File: src/sv/mid_pkg.sv
`timescale 1ns / 1ps

package mid_pkg;

    // Operand layout formats
    typedef enum logic [4:0] {
        FM_UNK   = 5'd0,
        FM_NONE  = 5'd1,
        FM_RRR   = 5'd2,
        FM_RR    = 5'd3,
        FM_SHIFT = 5'd4,
        FM_MOVCI = 5'd5,
        FM_JR    = 5'd6,
        FM_JALR  = 5'd7,
        FM_CODE  = 5'd8,
        FM_SYNC  = 5'd9,
        FM_RD    = 5'd10,
        FM_RS    = 5'd11,
        FM_TRAP  = 5'd12,
        FM_EXT   = 5'd13,
        FM_RTRD  = 5'd14,
        FM_RI    = 5'd15,
        FM_J     = 5'd16,
        FM_RRI   = 5'd17,
        FM_LUI   = 5'd18,
        FM_MEM   = 5'd19,
        FM_SYNCI = 5'd20
    } fmt_t;

    // One table leaf: mnemonic code and operand format.
    typedef struct packed {
        logic [6:0] code;
        fmt_t       fmt;
    } leaf_t;

    // Decode result carried from the operand extractor to the output register.
    typedef struct packed {
        logic [31:0] word;
        logic        known;
        logic [6:0]  code;
        logic        offset_form;
        logic [2:0]  count;
        logic [3:0]  kinds;
        logic [25:0] opa;
        logic [25:0] opb;
        logic [25:0] opc;
        logic [25:0] opd;
    } result_t;

    localparam logic [5:0] OP_SPECIAL  = 6'h00;
    localparam logic [5:0] OP_REGIMM   = 6'h01;
    localparam logic [5:0] OP_SPECIAL2 = 6'h1C;
    localparam logic [5:0] OP_SPECIAL3 = 6'h1F;
    localparam logic [5:0] FN_BSHFL    = 6'h20;

    localparam logic [1:0] REG_SWAP_BYTES = 2'd0;

    function automatic leaf_t mk(input int code, input fmt_t fmt);
        leaf_t l;
        l.code = 7'(code);
        l.fmt  = fmt;
        return l;
    endfunction

    function automatic leaf_t nop_leaf(input logic [4:0] sa);
        leaf_t l;
        l = mk(0, FM_UNK);
        unique case (sa)
            5'd0: l = mk(0, FM_NONE);
            5'd1: l = mk(1, FM_NONE);
            5'd3: l = mk(2, FM_NONE);
            5'd4: l = mk(3, FM_RRR);
            5'd5: l = mk(4, FM_NONE);
            default: l = mk(0, FM_UNK);
        endcase
        return l;
    endfunction

    function automatic leaf_t spc_leaf(input logic [5:0] fn);
        leaf_t l;
        l = mk(0, FM_UNK);
        unique case (fn)
            6'h01: l = mk(6, FM_MOVCI);
            6'h02: l = mk(7, FM_SHIFT);
            6'h03: l = mk(8, FM_SHIFT);
            6'h04: l = mk(3, FM_RRR);
            6'h06: l = mk(9, FM_RRR);
            6'h07: l = mk(10, FM_RRR);
            6'h08: l = mk(11, FM_JR);
            6'h09: l = mk(12, FM_JALR);
            6'h0A: l = mk(13, FM_RRR);
            6'h0B: l = mk(14, FM_RRR);
            6'h0C: l = mk(15, FM_CODE);
            6'h0D: l = mk(23, FM_CODE);
            6'h0F: l = mk(16, FM_SYNC);
            6'h10: l = mk(17, FM_RD);
            6'h11: l = mk(18, FM_RS);
            6'h12: l = mk(19, FM_RD);
            6'h13: l = mk(20, FM_RS);
            6'h18: l = mk(21, FM_RR);
            6'h19: l = mk(22, FM_RR);
            6'h1A: l = mk(24, FM_RR);
            6'h1B: l = mk(25, FM_RR);
            6'h20: l = mk(26, FM_RRR);
            6'h21: l = mk(27, FM_RRR);
            6'h22: l = mk(28, FM_RRR);
            6'h23: l = mk(29, FM_RRR);
            6'h24: l = mk(30, FM_RRR);
            6'h25: l = mk(31, FM_RRR);
            6'h26: l = mk(32, FM_RRR);
            6'h27: l = mk(33, FM_RRR);
            6'h2A: l = mk(34, FM_RRR);
            6'h2B: l = mk(35, FM_RRR);
            6'h30: l = mk(36, FM_TRAP);
            6'h31: l = mk(37, FM_TRAP);
            6'h32: l = mk(38, FM_TRAP);
            6'h33: l = mk(39, FM_TRAP);
            6'h34: l = mk(40, FM_TRAP);
            6'h36: l = mk(41, FM_TRAP);
            default: l = mk(0, FM_UNK);
        endcase
        return l;
    endfunction

    function automatic leaf_t spc2_leaf(input logic [5:0] fn);
        leaf_t l;
        l = mk(0, FM_UNK);
        unique case (fn)
            6'h00: l = mk(42, FM_RR);
            6'h01: l = mk(43, FM_RR);
            6'h02: l = mk(44, FM_RRR);
            6'h04: l = mk(45, FM_RR);
            6'h05: l = mk(46, FM_RR);
            6'h20: l = mk(47, FM_RRR);
            6'h21: l = mk(48, FM_RRR);
            6'h3F: l = mk(49, FM_CODE);
            default: l = mk(0, FM_UNK);
        endcase
        return l;
    endfunction

    function automatic leaf_t shfl_leaf(input logic [4:0] sa);
        leaf_t l;
        l = mk(0, FM_UNK);
        unique case (sa)
            5'h02: l = mk(50, FM_RTRD);
            5'h10: l = mk(51, FM_RTRD);
            5'h18: l = mk(52, FM_RTRD);
            default: l = mk(0, FM_UNK);
        endcase
        return l;
    endfunction

    function automatic leaf_t spc3_leaf(input logic [5:0] fn);
        leaf_t l;
        l = mk(0, FM_UNK);
        unique case (fn)
            6'h00: l = mk(53, FM_EXT);
            6'h04: l = mk(54, FM_EXT);
            6'h3B: l = mk(55, FM_RTRD);
            default: l = mk(0, FM_UNK);
        endcase
        return l;
    endfunction

    function automatic leaf_t rimm_leaf(input logic [4:0] rt);
        leaf_t l;
        l = mk(0, FM_UNK);
        unique case (rt)
            5'h00: l = mk(56, FM_RI);
            5'h01: l = mk(57, FM_RI);
            5'h02: l = mk(58, FM_RI);
            5'h03: l = mk(59, FM_RI);
            5'h08: l = mk(60, FM_RI);
            5'h09: l = mk(61, FM_RI);
            5'h0A: l = mk(62, FM_RI);
            5'h0B: l = mk(63, FM_RI);
            5'h0C: l = mk(64, FM_RI);
            5'h0E: l = mk(65, FM_RI);
            5'h10: l = mk(66, FM_RI);
            5'h11: l = mk(67, FM_RI);
            5'h12: l = mk(68, FM_RI);
            5'h13: l = mk(69, FM_RI);
            5'h1F: l = mk(70, FM_SYNCI);
            default: l = mk(0, FM_UNK);
        endcase
        return l;
    endfunction

    function automatic leaf_t prim_leaf(input logic [5:0] op);
        leaf_t l;
        l = mk(0, FM_UNK);
        unique case (op)
            6'h02: l = mk(71, FM_J);
            6'h03: l = mk(72, FM_J);
            6'h04: l = mk(73, FM_RRI);
            6'h05: l = mk(74, FM_RRI);
            6'h06: l = mk(75, FM_RI);
            6'h07: l = mk(76, FM_RI);
            6'h08: l = mk(77, FM_RRI);
            6'h09: l = mk(78, FM_RRI);
            6'h0A: l = mk(79, FM_RRI);
            6'h0B: l = mk(80, FM_RRI);
            6'h0C: l = mk(81, FM_RRI);
            6'h0D: l = mk(82, FM_RRI);
            6'h0E: l = mk(83, FM_RRI);
            6'h0F: l = mk(84, FM_LUI);
            6'h10: l = mk(85, FM_NONE);
            6'h11: l = mk(86, FM_NONE);
            6'h12: l = mk(87, FM_NONE);
            6'h13: l = mk(88, FM_NONE);
            6'h14: l = mk(89, FM_RRI);
            6'h15: l = mk(90, FM_RRI);
            6'h16: l = mk(91, FM_RI);
            6'h17: l = mk(92, FM_RI);
            6'h20: l = mk(93, FM_MEM);
            6'h21: l = mk(94, FM_MEM);
            6'h22: l = mk(95, FM_MEM);
            6'h23: l = mk(96, FM_MEM);
            6'h24: l = mk(97, FM_MEM);
            6'h25: l = mk(98, FM_MEM);
            6'h26: l = mk(99, FM_MEM);
            6'h28: l = mk(100, FM_MEM);
            6'h29: l = mk(101, FM_MEM);
            6'h2A: l = mk(102, FM_MEM);
            6'h2B: l = mk(103, FM_MEM);
            6'h2E: l = mk(104, FM_MEM);
            6'h2F: l = mk(105, FM_MEM);
            6'h30: l = mk(106, FM_MEM);
            6'h31: l = mk(107, FM_MEM);
            6'h32: l = mk(108, FM_MEM);
            6'h33: l = mk(109, FM_MEM);
            6'h35: l = mk(110, FM_MEM);
            6'h36: l = mk(111, FM_MEM);
            6'h38: l = mk(112, FM_MEM);
            6'h39: l = mk(113, FM_MEM);
            6'h3A: l = mk(114, FM_MEM);
            6'h3D: l = mk(115, FM_MEM);
            6'h3E: l = mk(116, FM_MEM);
            default: l = mk(0, FM_UNK);
        endcase
        return l;
    endfunction

endpackage

File: src/sv/mid_classify.sv
`timescale 1ns / 1ps

// Walks the opcode tables for one word and returns the selected leaf.
module mid_classify (
    input  logic [31:0]   word,
    output mid_pkg::leaf_t leaf
);

    logic [5:0] op;
    logic [5:0] fn;
    logic [4:0] rt;
    logic [4:0] sa;

    assign op = word[31:26];
    assign fn = word[5:0];
    assign rt = word[20:16];
    assign sa = word[10:6];

    // Select the table by primary opcode, then by the sub-field.
    always_comb
    begin
        unique case (op)
            mid_pkg::OP_SPECIAL:
            begin
                if (fn == 6'd0)
                    leaf = (rt != 5'd0) ? mid_pkg::mk(5, mid_pkg::FM_SHIFT)
                                        : mid_pkg::nop_leaf(sa);
                else
                    leaf = mid_pkg::spc_leaf(fn);
            end
            mid_pkg::OP_REGIMM:   leaf = mid_pkg::rimm_leaf(rt);
            mid_pkg::OP_SPECIAL2: leaf = mid_pkg::spc2_leaf(fn);
            mid_pkg::OP_SPECIAL3:
            begin
                if (fn == mid_pkg::FN_BSHFL)
                    leaf = mid_pkg::shfl_leaf(sa);
                else
                    leaf = mid_pkg::spc3_leaf(fn);
            end
            default:              leaf = mid_pkg::prim_leaf(op);
        endcase
    end

endmodule

File: src/sv/mid_operands.sv
`timescale 1ns / 1ps

// Extracts the displayed operand fields for the leaf's format.
module mid_operands (
    input  logic [31:0]     word,
    input  mid_pkg::leaf_t  leaf,
    output mid_pkg::result_t res
);

    logic [25:0] rs_f;
    logic [25:0] rt_f;
    logic [25:0] rd_f;
    logic [25:0] sa_f;
    logic [25:0] imm_f;

    assign rs_f  = {21'd0, word[25:21]};
    assign rt_f  = {21'd0, word[20:16]};
    assign rd_f  = {21'd0, word[15:11]};
    assign sa_f  = {21'd0, word[10:6]};
    assign imm_f = {10'd0, word[15:0]};

    always_comb
    begin
        res             = '0;
        res.word        = word;
        res.known       = (leaf.fmt != mid_pkg::FM_UNK);
        res.code        = res.known ? leaf.code : 7'd0;
        res.offset_form = (leaf.fmt == mid_pkg::FM_MEM) || (leaf.fmt == mid_pkg::FM_SYNCI);
        unique case (leaf.fmt)
            mid_pkg::FM_RRR:
            begin
                res.count = 3'd3; res.kinds = 4'd7;
                res.opa = rs_f; res.opb = rt_f; res.opc = rd_f;
            end
            mid_pkg::FM_RR:
            begin
                res.count = 3'd2; res.kinds = 4'd3;
                res.opa = rs_f; res.opb = rt_f;
            end
            mid_pkg::FM_SHIFT:
            begin
                res.count = 3'd3; res.kinds = 4'd3;
                res.opa = rt_f; res.opb = rd_f; res.opc = sa_f;
            end
            mid_pkg::FM_MOVCI:
            begin
                res.count = 3'd4; res.kinds = 4'd9;
                res.opa = rs_f; res.opb = {23'd0, word[20:18]};
                res.opc = {25'd0, word[16]}; res.opd = rd_f;
            end
            mid_pkg::FM_JR:
            begin
                res.count = 3'd2; res.kinds = 4'd1;
                res.opa = rs_f; res.opb = sa_f;
            end
            mid_pkg::FM_JALR:
            begin
                res.count = 3'd3; res.kinds = 4'd3;
                res.opa = rs_f; res.opb = rd_f; res.opc = sa_f;
            end
            mid_pkg::FM_CODE:
            begin
                res.count = 3'd1; res.opa = {6'd0, word[25:6]};
            end
            mid_pkg::FM_SYNC:
            begin
                res.count = 3'd1; res.opa = sa_f;
            end
            mid_pkg::FM_RD:
            begin
                res.count = 3'd1; res.kinds = 4'd1; res.opa = rd_f;
            end
            mid_pkg::FM_RS:
            begin
                res.count = 3'd1; res.kinds = 4'd1; res.opa = rs_f;
            end
            mid_pkg::FM_TRAP:
            begin
                res.count = 3'd3; res.kinds = 4'd3;
                res.opa = rs_f; res.opb = rt_f; res.opc = {16'd0, word[15:6]};
            end
            mid_pkg::FM_EXT:
            begin
                res.count = 3'd4; res.kinds = 4'd3;
                res.opa = rs_f; res.opb = rt_f; res.opc = rd_f; res.opd = sa_f;
            end
            mid_pkg::FM_RTRD:
            begin
                res.count = 3'd2; res.kinds = 4'd3;
                res.opa = rt_f; res.opb = rd_f;
            end
            mid_pkg::FM_RI:
            begin
                res.count = 3'd2; res.kinds = 4'd1;
                res.opa = rs_f; res.opb = imm_f;
            end
            mid_pkg::FM_J:
            begin
                res.count = 3'd1; res.opa = word[25:0];
            end
            mid_pkg::FM_RRI:
            begin
                res.count = 3'd3; res.kinds = 4'd3;
                res.opa = rs_f; res.opb = rt_f; res.opc = imm_f;
            end
            mid_pkg::FM_LUI:
            begin
                res.count = 3'd2; res.kinds = 4'd1;
                res.opa = rt_f; res.opb = imm_f;
            end
            mid_pkg::FM_MEM:
            begin
                res.count = 3'd3; res.kinds = 4'd4;
                res.opa = rt_f; res.opb = imm_f; res.opc = rs_f;
            end
            mid_pkg::FM_SYNCI:
            begin
                res.count = 3'd3; res.kinds = 4'd5;
                res.opa = rt_f; res.opb = imm_f; res.opc = rs_f;
            end
            default:
            begin
                res.count = 3'd0;
            end
        endcase
    end

endmodule

File: src/sv/mips32_instruction_decoder.sv
`timescale 1ns / 1ps
// Pipeline: the input item is held in the input register, then its decode is held in
// the result register. Throughput: one item per cycle while the receiver takes
// results; the result register is refilled whenever it is empty or being taken in
// the same cycle.
// Reset (rst_n low, asynchronous) empties both registers and clears swap_bytes.
module mips32_instruction_decoder (
    input  logic        clk,
    input  logic        rst_n,
    input  logic        psel,
    input  logic        penable,
    input  logic        pwrite,
    input  logic [1:0]  paddr,
    input  logic [31:0] pwdata,
    output logic [31:0] prdata,
    output logic        pready,
    input  logic        valid,
    output logic        ready,
    input  logic [31:0] instruction_word,
    output logic        out_valid,
    input  logic        out_ready,
    output logic [31:0] decoded_word,
    output logic        known,
    output logic [6:0]  mnemonic_code,
    output logic        offset_form,
    output logic [2:0]  operand_count,
    output logic [3:0]  kind_mask,
    output logic [25:0] operand_a,
    output logic [25:0] operand_b,
    output logic [25:0] operand_c,
    output logic [25:0] operand_d
);

    logic             swap_reg;
    logic             in_valid_reg;
    logic [31:0]      in_word_reg;
    logic             out_valid_reg;
    mid_pkg::result_t res_reg;
    logic [31:0]      word_sw;
    mid_pkg::leaf_t   leaf;
    mid_pkg::result_t res_next;
    logic             adv;

    // Configuration port
    assign pready = 1'b1;
    assign prdata = (paddr == mid_pkg::REG_SWAP_BYTES) ? {31'd0, swap_reg} : 32'd0;

    always_ff @(posedge clk or negedge rst_n)
    begin
        if (!rst_n)
            swap_reg <= 1'b0;
        else if (psel && penable && pwrite && paddr == mid_pkg::REG_SWAP_BYTES)
            swap_reg <= pwdata[0];
    end

    // Pipeline flow: stage 2 loads when empty or drained.
    assign adv   = !out_valid_reg || out_ready;
    assign ready = !in_valid_reg || adv;

    always_ff @(posedge clk or negedge rst_n)
    begin
        if (!rst_n)
        begin
            in_valid_reg  <= 1'b0;
            out_valid_reg <= 1'b0;
        end
        else
        begin
            if (ready)
                in_valid_reg <= valid;
            if (adv)
                out_valid_reg <= in_valid_reg;
        end
    end

    always_ff @(posedge clk)
    begin
        if (ready && valid)
            in_word_reg <= instruction_word;
        if (adv && in_valid_reg)
            res_reg <= res_next;
    end

    // Optional byte swap ahead of decode
    assign word_sw = swap_reg ? {in_word_reg[7:0], in_word_reg[15:8],
                                 in_word_reg[23:16], in_word_reg[31:24]}
                              : in_word_reg;

    mid_classify u_classify (
        .word (word_sw),
        .leaf (leaf)
    );

    mid_operands u_operands (
        .word (word_sw),
        .leaf (leaf),
        .res  (res_next)
    );

    assign out_valid     = out_valid_reg;
    assign decoded_word  = res_reg.word;
    assign known         = res_reg.known;
    assign mnemonic_code = res_reg.code;
    assign offset_form   = res_reg.offset_form;
    assign operand_count = res_reg.count;
    assign kind_mask     = res_reg.kinds;
    assign operand_a     = res_reg.opa;
    assign operand_b     = res_reg.opb;
    assign operand_c     = res_reg.opc;
    assign operand_d     = res_reg.opd;

endmodule

File: config.mk
export PLATFORM = sky130hd
export DESIGN_NAME = mips32_instruction_decoder
export DESIGN_NICKNAME = d
export VERILOG_FILES = /design/src/sv/mid_pkg.sv /design/src/sv/mid_classify.sv /design/src/sv/mid_operands.sv /design/src/sv/mips32_instruction_decoder.sv
export SDC_FILE = /design/constraint.sdc
export NUM_CORES = 1
export LEC_CHECK = 0
export BUFFER_PORTS_ARGS = -buffer_cell sky130_fd_sc_hd__clkbuf_2
export CORE_AREA = 2 2 211 213
export CTS_CLUSTER_SIZE = 40
export DETAILED_ROUTE_END_ITERATION = 6
export DIE_AREA = 0 0 213 215
export GPL_TIMING_DRIVEN = 0
export SETUP_SLACK_MARGIN = 0.4
export SKIP_CTS_REPAIR_TIMING = 1
export SLEW_MARGIN = 0
export SYNTH_ARGS = -nofsm -noshare
export SYNTH_HDL_FRONTEND = slang
export SYNTH_HIERARCHICAL = 1
export SYNTH_SLANG_ARGS = --single-unit
File: constraint.sdc
create_clock -name clk -period 6.9 [get_ports clk]
set_input_delay 2.07 -clock clk [delete_from_list [all_inputs] [get_ports clk]]
set_output_delay 2.07 -clock clk [all_outputs]
set_load 0.02 [all_outputs]
==> results of run 1 <==
## cell usage after synthesis, types with 5 or more instances
cell / instances
a31oi_1: 6
mux2_4: 28
nor2b_1: 22
a22oi_1: 7
nand3_1: 19
and2_1: 34
a211oi_1: 9
buf_2: 19
o211ai_1: 8
mux2_2: 8
o22ai_1: 5
xnor2_1: 5
nor3_1: 15
edfxtp_1: 184
buf_6: 14
buf_1: 6
buf_4: 109
a221o_1: 25
a22o_1: 26
clkbuf_1: 11
nand2b_1: 16
and3_1: 7
nand2_1: 28
nand3b_1: 6
a21oi_1: 26
o21ai_0: 34
nor2_1: 40
inv_1: 14
ha_1: 20
mux2i_1: 14
nand4_1: 12
## how the worst max path moves through the flow
stage	slack [ps]	depth (start not counted)	to	start
after global routing	2000	12	operand_b[2]$_DFFE_PP_	swap_reg$_DFFE_PN0P_
after CTS	2270	4	prdata[0]	paddr[1]
after detailed placement	2270	4	prdata[0]	paddr[1]
after floorplan	710	2	decoded_word[0]$_DFFE_PP_	out_ready
after global placement	-920	3	operand_b[17]$_DFFE_PP_	out_ready
final	2250	12	operand_b[2]$_DFFE_PP_	swap_reg$_DFFE_PN0P_
## through the flow
stage | area, um^2 | cells | total power (W) | worst slack (ps) | TNS [ps]
floorplan | 11030 | 949 | 0.002558 | 714.6 | 0
global placement | 12750 | 1737 | 0.002989 | -924.5 | -137150
detailed placement | 12810 | 1739 | 0.002989 | 2272 | 0
CTS | 13380 | 1771 | 0.003962 | 2271 | 0
global route | 13380 | 1771 | 0.004124 | 2002 | 0
finish | 13380 | 1771 | 0.003923 | 2250 | 0
## worst register-to-register path, stage by stage, from the launching register on
cell and delay, ps:
dfrtp_1 350, buf_6 160, buf_8 190, mux2_4 380
ha_1 360, o2111a_1 340, a211oi_1 740, o311ai_0 420
nand3_1 360, nor3b_2 560, nand2_1 230, o311ai_2 200
a221o_1 240
## metal layers
| layer | part of all wire [%] | vias to the layer above | GRT usage [%] |
|---|---|---|---|
| met1 | 46 | 3805 | 18.28 |
| met2 | 46 | 308 | 21.55 |
| met4 | 1.8 | 0 | 4.196 |
| met5 | 0 | - | 0 |
| li1 | - | 3720 | - |
| met3 | 5.9 | 35 | 2.645 |
## power groups by stage
stage	Combinational (W)	Sequential, W	Clock (W)
after floorplan	0.000893	0.00166	0
after global placement	0.00145	0.00153	0
after detailed placement	0.00147	0.00152	0
after CTS	0.00147	0.00150	0.000991
after global routing	0.00159	0.00151	0.00103
final	0.00147	0.00149	0.000959
## area by class of cell
cell class              instances  area share, %
repair buffers                198          7.742
inverters                      17         0.4769
flip-flops and latches        187          41.85
plain buffers                 162          8.892
well taps                     592          5.535
clock buffers                  19          3.235
clock inverters                13          1.019
multi-input cells             583          31.25
## cell families (layout without fill, tap and decap cells)
kind of cell	Yosys count	in the layout	synth area share (%)
AO/OA/AOI/OAI	199	199	14.20
XOR/XNOR	6	6	0.4880
adder cells (fa/ha/maj)	20	20	2.324
buffers and inverters	179	409	11.64
flip-flops	187	187	52.00
multiplexers	51	51	6.251
other	3	73	0.1046
AND/OR/NAND/NOR	234	234	12.99
==> run_results.csv, run 1 <==
group,metric,value,unit
run_status,outcome,"finished, final reports clean",
layout,regArea,5600,um^2
yosys,synth_cell_type_count,93,
layout,insertedDiodeCount,0,
placed_design,port-buffer-count,196,
worst_setup_path,critPathMaxFanout,10,
yosys,synth.yosys.seq_area_share,52.00,%
yosys,synth_top_flop_cell,"edfxtp_1",
timing,hold_violations,0,
yosys,yosys.area.top_type_share,51.31,%
clock_network,cts_buffer_depth,2,
timing,final_period_minus_worst_setup_slack,4650,ps
power,power_switching,0.001411,W
layout,area_grow_syn2layout,24.26,%
clock_network,total_number_of_clock_tree_sinks,187,
yosys,synth-edff-count,184,
clock_network,htreeDepth,4,
layout,layout_cell_share_with_drive_strength_beyond_1,37.49,%
hold_path,hp_start,"in_valid_reg$_DFFE_PN0P_",
layout,layout.nets,1259,
routing,drt_first_iter_violations,635,
worst_setup_path,family_with_the_most_delay_on_the_worst_path,"compound AO/OA/AOI/OAI gates",
power,ir_worst_vdd,0.1859,mV
worst_setup_path,cp_cell_sequence,"buf_6 > buf_8 > mux2_4 > ha_1 > o2111a_1 > a211oi_1 > o311ai_0 > nand3_1 > nor3b_2 > nand2_1 > o311ai_2 > a221o_1",
routing,ant_nets,0,
worst_setup_path,r2r-start,"swap_reg$_DFFE_PN0P_",
timing,hold-worst-slack,502.8,ps
timing,fin_skew,19.71,ps
die,core_area,43640,um^2
power,power_density,293.2,nW/um^2
clock_network,root_buffer,"clkbuf_16",
layout,final.fill_count,4478,
clock_network,cts-buffers-inserted,17,
timing,setup-violations-final,0,
power,comb_power_share,37.5,%
yosys,async_reset_ff_share,1.604,%
timing,worst_pin_slew,874.2,ps
timing,max_clock_freq,0.2150,GHz
worst_setup_path,critical_path.startpoint_type,"flop",
worst_setup_path,slowest_stage,"a211oi_1",
timing,final_max_slew_viol_count,0,
clock_network,cts_tree,"built",
routing,drt_pre_antenna_iters,5,
yosys,post_synthesis_cells,879,
timing,rsz0062_at_grt,"no",
timing,timing.final.crit_share,67.39,%
yosys,yosys_warnings,6,
grt,grt_start_max_net_pins,69,
placed_design,post-dp-hpwl,23180,um
die,die_area,45800,um^2
clock_network,insertion_delay,460,ps
routing,totalWireLength,31150,um
die,start_util,24.68,%
power,power.switching_fraction,35.97,%
die,die-height,215,um
routing,via_per_inst,4.443,
worst_setup_path,crit_path_max_incr_delay,740,ps
power,p_int,0.002512,W
grt,globalRouteTotalUtil,13.48,%
worst_setup_path,rrSetupSlack,2250,ps
power,sequentialPowerShare,38.0,%
yosys,syn_avg_cell_area,12.25,um^2
routing,drt-wirelength-per-cell,17.59,um
grt,first_global_vias,7583,
grt,grt_pass1_wl,46510,um
die,die_width,213,um
die,ios,260,
yosys,post_synth_instance_area,10770,um^2
worst_setup_path,cp_data_required_time,7220,ps
yosys,top_cell_type_by_total_area_after_synthesis,"edfxtp_1",
hold_path,holdCritPathClass,"flop to flop",
clock_network,clkTransAtPathRegs,70,ps
worst_setup_path,worstSetupEndpointType,"flop",
layout,mostFrequentLayoutCell,"clkbuf_2",
die,fp_rows,77,
routing,via_count,7868,
job,drv.max_cap_violation_count,0,
yosys,synth-seq-cells,187,
grt,grt_antenna_before_repair,2,
hold_path,min_delay_path_depth,1,
worst_setup_path,timing.setup.critical_path_class,"flop to flop",
power,share_clk_of_total_power,24.4,%
worst_setup_path,worst_r2r_path_depth,12,
yosys,netlist_top_cells_area,"edfxtp_1 51%, buf_4 7.6%, mux2_4 3.9%, a221o_1 2.3%, ha_1 2.3%",
worst_setup_path,critical_path_buf_inv_count,2,
worst_setup_path,cp_data_arrival_time,4970,ps
layout,layout.cells.most_common_list,"196 x clkbuf_2, 184 x edfxtp_1, 109 x buf_4",
hold_path,hold_end,"out_valid$_DFFE_PN0P_",
placed_design,place.gp.congestion,0.9079,
timing,slew_headroom,41.37,%
worst_setup_path,regToRegEndpoint,"operand_b[2]$_DFFE_PP_",
routing,drt_drc_violations_left,0,
layout,final_core_util,30.66,%
grt,grt_remaining_overflow,0,
power,leakage_power,5.428,nW
layout,multiInputGateArea,4182,um^2
(Power assumes the default switching activity.)
==> run 2, diff against run 1 <==
clock period = 4.1 ns   (was 6.9 ns; I/O delays follow)
==> run_results.csv, run 2 (synthesis gave the netlist of run 1 again) <==
group,metric,value,unit
run_status,outcome,"finished, final reports clean",
power,share_clk_of_total_power,22.9,%
worst_setup_path,critPathMaxFanout,8,
layout,final_core_util,32.98,%
routing,via_count,8279,
worst_setup_path,worstSetupEndpointType,"flop",
placed_design,place_area,12820,um^2
routing,drt_drc_violations_left,0,
routing,via_per_inst,4.487,
placed_design,port-buffer-count,196,
worst_setup_path,cp-startpoint,"swap_reg$_DFFE_PN0P_",
die,die_area,45800,um^2
worst_setup_path,timing.setup.critical_path_class,"flop to flop",
die,ios,260,
worst_setup_path,critical_path.startpoint_type,"flop",
grt,grt_start_max_net_pins,71,
die,core_area,43640,um^2
worst_setup_path,cp_cell_sequence,"buf_6 > buf_12 > mux2_4 > inv_6 > ha_4 > or3b_4 > o22a_1 > a311oi_2 > a21oi_2 > o211ai_1 > buf_4 > buf_12 > buf_4 > o32ai_2 > a22o_4 > a221o_1",
job,drv.max_cap_violation_count,0,
layout,multiInputGateArea,4458,um^2
power,sequentialPowerShare,36.0,%
worst_setup_path,cp-endpoint,"operand_b[1]$_DFFE_PP_",
clock_network,htreeDepth,4,
layout,final.fill_count,4412,
worst_setup_path,critical_path_depth,16,
grt,grt_pass1_wl,46840,um
clock_network,cts_tree,"built",
worst_setup_path,regToRegEndpoint,"operand_b[1]$_DFFE_PP_",
grt,first_global_vias,7547,
layout,layout.cells.most_common_list,"199 x clkbuf_2, 184 x edfxtp_1, 180 x buf_4",
worst_setup_path,worst_r2r_path_depth,16,
worst_setup_path,slowest_stage,"or3b_4",
clock_network,root_buffer,"clkbuf_16",
timing,slew_headroom,48.32,%
worst_setup_path,cp_data_required_time,4300,ps
timing,timing.final.crit_share,90.74,%
clock_network,cts-buffers-inserted,17,
layout,mostFrequentLayoutCell,"clkbuf_2",
routing,totalWireLength,32630,um
hold_path,holdCritPathClass,"flop to flop",
power,power.switching_fraction,35.70,%
placed_design,post-dp-hpwl,23310,um
timing,hold-worst-slack,497.9,ps
worst_setup_path,rrSetupSlack,380,ps
timing,rsz0062_at_grt,"yes",
timing,setup-violations-final,0,
routing,drt_pre_antenna_iters,5,
power,power_density,485.6,nW/um^2
layout,area_grow_syn2layout,33.64,%
layout,layout.nets,1334,
routing,drt_first_iter_violations,583,
layout,insertedDiodeCount,0,
timing,worst_pin_slew,775.2,ps
worst_setup_path,crit_path_max_incr_delay,380,ps
clock_network,clkTransAtPathRegs,70,ps
power,comb_power_share,41.1,%
grt,globalRouteTotalUtil,13.61,%
timing,hold_violations,0,
worst_setup_path,r2r-start,"swap_reg$_DFFE_PN0P_",
clock_network,total_number_of_clock_tree_sinks,187,
layout,post_route_standard_cell_area_excluding_fillers,14390,um^2
layout,layout_cell_share_with_drive_strength_beyond_1,45.17,%
die,die-height,215,um
clock_network,insertion_delay,450,ps
grt,grt_remaining_overflow,0,
worst_setup_path,family_with_the_most_delay_on_the_worst_path,"compound AO/OA/AOI/OAI gates",
placed_design,place.gp.congestion,0.9038,
power,power_switching,0.002494,W
die,start_util,24.68,%
timing,final_period_minus_worst_setup_slack,3720,ps
power,ir_worst_vdd,0.2623,mV
worst_setup_path,critical_path_buf_inv_count,6,
grt,grt_antenna_before_repair,0,
clock_network,cts_buffer_depth,2,
power,leakage_power,5.902,nW
timing,max_clock_freq,0.2688,GHz
power,p_int,0.004493,W
worst_setup_path,cp_data_arrival_time,3920,ps
layout,regArea,5600,um^2
routing,ant_nets,0,
die,die_width,213,um
timing,final_max_slew_viol_count,0,
timing,fin_skew,13.44,ps
routing,drt-wirelength-per-cell,17.68,um
die,fp_rows,77,
==> run 2: cell type report <==
class | instances | share of cell area (%)
clock inverters | 13 | 0.9477
repair buffers | 272 | 11.48
plain buffers | 162 | 8.990
well taps | 592 | 5.147
flip-flops and latches | 187 | 38.91
inverters | 17 | 0.5564
clock buffers | 18 | 2.982
multi-input cells | 584 | 30.98
==> run 2: worst min path at each step <==
| stage | startpoint | end | slack, ps | cells past startpoint |
|---|---|---|---|---|
| global placement | in_valid_reg$_DFFE_PN0P_ | out_valid$_DFFE_PN0P_ | 470 | 1 |
| finish | in_valid_reg$_DFFE_PN0P_ | out_valid$_DFFE_PN0P_ | 500 | 1 |
| detailed placement | in_valid_reg$_DFFE_PN0P_ | out_valid$_DFFE_PN0P_ | 490 | 1 |
| floorplan | in_valid_reg$_DFFE_PN0P_ | out_valid$_DFFE_PN0P_ | 450 | 1 |
| global route | in_valid_reg$_DFFE_PN0P_ | out_valid$_DFFE_PN0P_ | 530 | 1 |
| CTS | in_valid_reg$_DFFE_PN0P_ | out_valid$_DFFE_PN0P_ | 510 | 1 |
==> run 2: power by group through the flow <==
stage | Clock, W | Sequential [W] | Combinational (W)
detailed placement | 0 | 0.00256 | 0.00247
CTS | 0.00165 | 0.00252 | 0.00248
floorplan | 0 | 0.00279 | 0.00151
global placement | 0 | 0.00257 | 0.00245
finish | 0.00160 | 0.00251 | 0.00287
global route | 0.00172 | 0.00254 | 0.00306
==> run 2: worst reg2reg max path, cell delays in order, from the launching register on <==
cell      delay (ps)
dfrtp_1          370
buf_6            150
buf_12           150
mux2_4           370
inv_6            100
ha_4             160
or3b_4           380
o22a_1           210
a311oi_2         260
a21oi_2           90
o211ai_1         100
buf_4            210
buf_12           140
buf_4            100
o32ai_2           60
a22o_4           260
a221o_1          380
==> run 2: layer usage <==
layer | global-route usage [%] | wire length [um] | vias up
li1 | - | - | 3873
met1 | 18.09 | 14740 | 4020
met2 | 21.75 | 15370 | 349
met3 | 3.127 | 1974 | 37
met4 | 4.429 | 539 | 0
met5 | 0 | 0 | -
==> run 2: stage by stage <==
stage / setup TNS (ps) / power [W] / setup slack, ps / std cells
after floorplan: 0 / 0.004298 / 443.6 / 949
after global placement: -91210 / 0.005024 / -619.8 / 1737
after detailed placement: -15470 / 0.005032 / -485.0 / 1739
after CTS: -17040 / 0.006656 / -508.2 / 1770
after global routing: 0 / 0.007317 / 247.2 / 1845
final: 0 / 0.006988 / 379.7 / 1845
==> run 3, diff against run 2 <==
ABC_CLOCK_PERIOD_IN_PS = 4100   (was default)
PLACE_DENSITY = 0.46   (was default)
==> run_results.csv, run 3 (synthesis gave the netlist of run 1 again) <==
group,metric,value,unit
run_status,outcome,"finished, final reports clean",
layout,area_grow_syn2layout,32.50,%
routing,drt_pre_antenna_iters,6,
placed_design,place_area,12820,um^2
grt,grt_remaining_overflow,0,
placed_design,port-buffer-count,196,
power,power_switching,0.002530,W
power,ir_worst_vdd,0.2360,mV
timing,slew_headroom,49.66,%
timing,final_max_slew_viol_count,0,
worst_setup_path,cp_data_required_time,4290,ps
worst_setup_path,crit_path_max_incr_delay,390,ps
routing,ant_nets,0,
die,start_util,24.68,%
worst_setup_path,timing.setup.critical_path_class,"flop to flop",
timing,final_period_minus_worst_setup_slack,3844,ps
die,die_area,45800,um^2
grt,first_global_vias,7617,
layout,insertedDiodeCount,0,
grt,grt_pass1_wl,48470,um
clock_network,insertion_delay,460,ps
hold_path,holdCritPathClass,"flop to flop",
timing,setup-violations-final,0,
power,comb_power_share,40.2,%
layout,mostFrequentLayoutCell,"clkbuf_2",
timing,max_clock_freq,0.2601,GHz
routing,drt_drc_violations_left,0,
timing,hold_violations,0,
power,power_density,493.1,nW/um^2
worst_setup_path,cp_cell_sequence,"buf_8 > buf_12 > mux2_4 > clkinvlp_4 > ha_2 > or2_2 > a211oi_4 > buf_4 > a21oi_2 > o211ai_1 > buf_4 > nor3b_4 > a221o_1 > a221o_1",
die,die_width,213,um
timing,fin_skew,15.27,ps
die,core_area,43640,um^2
timing,rsz0062_at_grt,"yes",
die,ios,260,
worst_setup_path,critical_path_buf_inv_count,5,
clock_network,root_buffer,"clkbuf_16",
worst_setup_path,slowest_stage,"dfrtp_1",
power,share_clk_of_total_power,24.2,%
placed_design,place.gp.congestion,0.9025,
timing,worst_pin_slew,755.1,ps
power,p_int,0.004506,W
grt,grt_start_max_net_pins,68,
routing,drt_first_iter_violations,584,
clock_network,total_number_of_clock_tree_sinks,187,
layout,layout.cells.most_common_list,"199 x clkbuf_2, 184 x edfxtp_1, 172 x buf_4",
worst_setup_path,rrSetupSlack,260,ps
routing,via_per_inst,4.461,
grt,grt_antenna_before_repair,0,
clock_network,htreeDepth,4,
clock_network,cts_tree,"built",
job,drv.max_cap_violation_count,0,
timing,hold-worst-slack,500.3,ps
timing,timing.final.crit_share,93.77,%
power,sequentialPowerShare,35.5,%
worst_setup_path,critical_path.startpoint_type,"flop",
clock_network,clkTransAtPathRegs,70,ps
grt,globalRouteTotalUtil,14.28,%
layout,layout.nets,1326,
worst_setup_path,cp_data_arrival_time,4040,ps
placed_design,post-dp-hpwl,23930,um
layout,post_route_standard_cell_area_excluding_fillers,14270,um^2
die,die-height,215,um
layout,layout_cell_share_with_drive_strength_beyond_1,44.26,%
die,fp_rows,77,
clock_network,cts_buffer_depth,2,
routing,via_count,8194,
worst_setup_path,worstSetupEndpointType,"flop",
clock_network,cts-buffers-inserted,17,
power,power.switching_fraction,35.96,%
routing,drt-wirelength-per-cell,18.60,um
worst_setup_path,critPathMaxFanout,10,
power,leakage_power,5.824,nW
routing,totalWireLength,34160,um
worst_setup_path,family_with_the_most_delay_on_the_worst_path,"compound AO/OA/AOI/OAI gates",
## run 3: cell types whose count changed in the layout (fill, tap and decap cells not counted), moves of 3 or more
cell / previous run / this run
clkinv_1: 4 / 1
clkbuf_1: 4 / 9
buf_8: 6 / 2
buf_4: 180 / 172
## run 3: cell type report
type                       count  area, um^2
tap                          592       740.7
timing repair buffer         263        1545
clock inverter                12       161.4
timing repair inverter         1       5.005
multi-input combinational    584        4439
sequential                   187        5600
clock buffer                  19       432.9
inverter                      17       77.57
buffer                       162        1266
fill                        4455       29370
## run 3: final timing paths
kind / startpoint / end / cells past startpoint
setup / recovery: swap_reg$_DFFE_PN0P_ / operand_a[0]$_DFFE_PP_ / 14
hold / removal: in_valid_reg$_DFFE_PN0P_ / out_valid$_DFFE_PN0P_ / 1
min in group asynchronous: rst_n / in_valid_reg$_DFFE_PN0P_ / 1
setup reg to reg: swap_reg$_DFFE_PN0P_ / operand_a[0]$_DFFE_PP_ / 14
hold reg to reg: in_valid_reg$_DFFE_PN0P_ / out_valid$_DFFE_PN0P_ / 1
max in group asynchronous: rst_n / out_valid$_DFFE_PN0P_ / 1
## run 3: per-stage QoR
step	cells	setup WS [ps]	total power [W]	TNS, ps	utilization, %
5_1_grt	1837	130.8	0.007379	0	32.69
3_3_place_gp	1737	-625.4	0.005063	-117510	29.25
4_1_cts	1770	-490.3	0.006792	-20070	30.74
2_1_floorplan	949	443.6	0.004298	0	-
3_5_place_dp	1739	-467.5	0.005057	-18260	29.38
6_report	1837	255.6	0.007036	0	32.69
## run 3: metal layers
layer	wire [um]	track usage (%)
met5	0	0
met4	705	3.986
met3	1731	2.923
met2	16460	23.32
met1	15260	19.04
## run 3: power groups by stage
stage	Combinational (W)	Clock (W)	Sequential [W]
after floorplan	0.00151	0	0.00279
after global placement	0.00250	0	0.00256
after detailed placement	0.00251	0	0.00255
after CTS	0.00251	0.00177	0.00251
after global routing	0.00303	0.00182	0.00253
final	0.00283	0.00170	0.00250
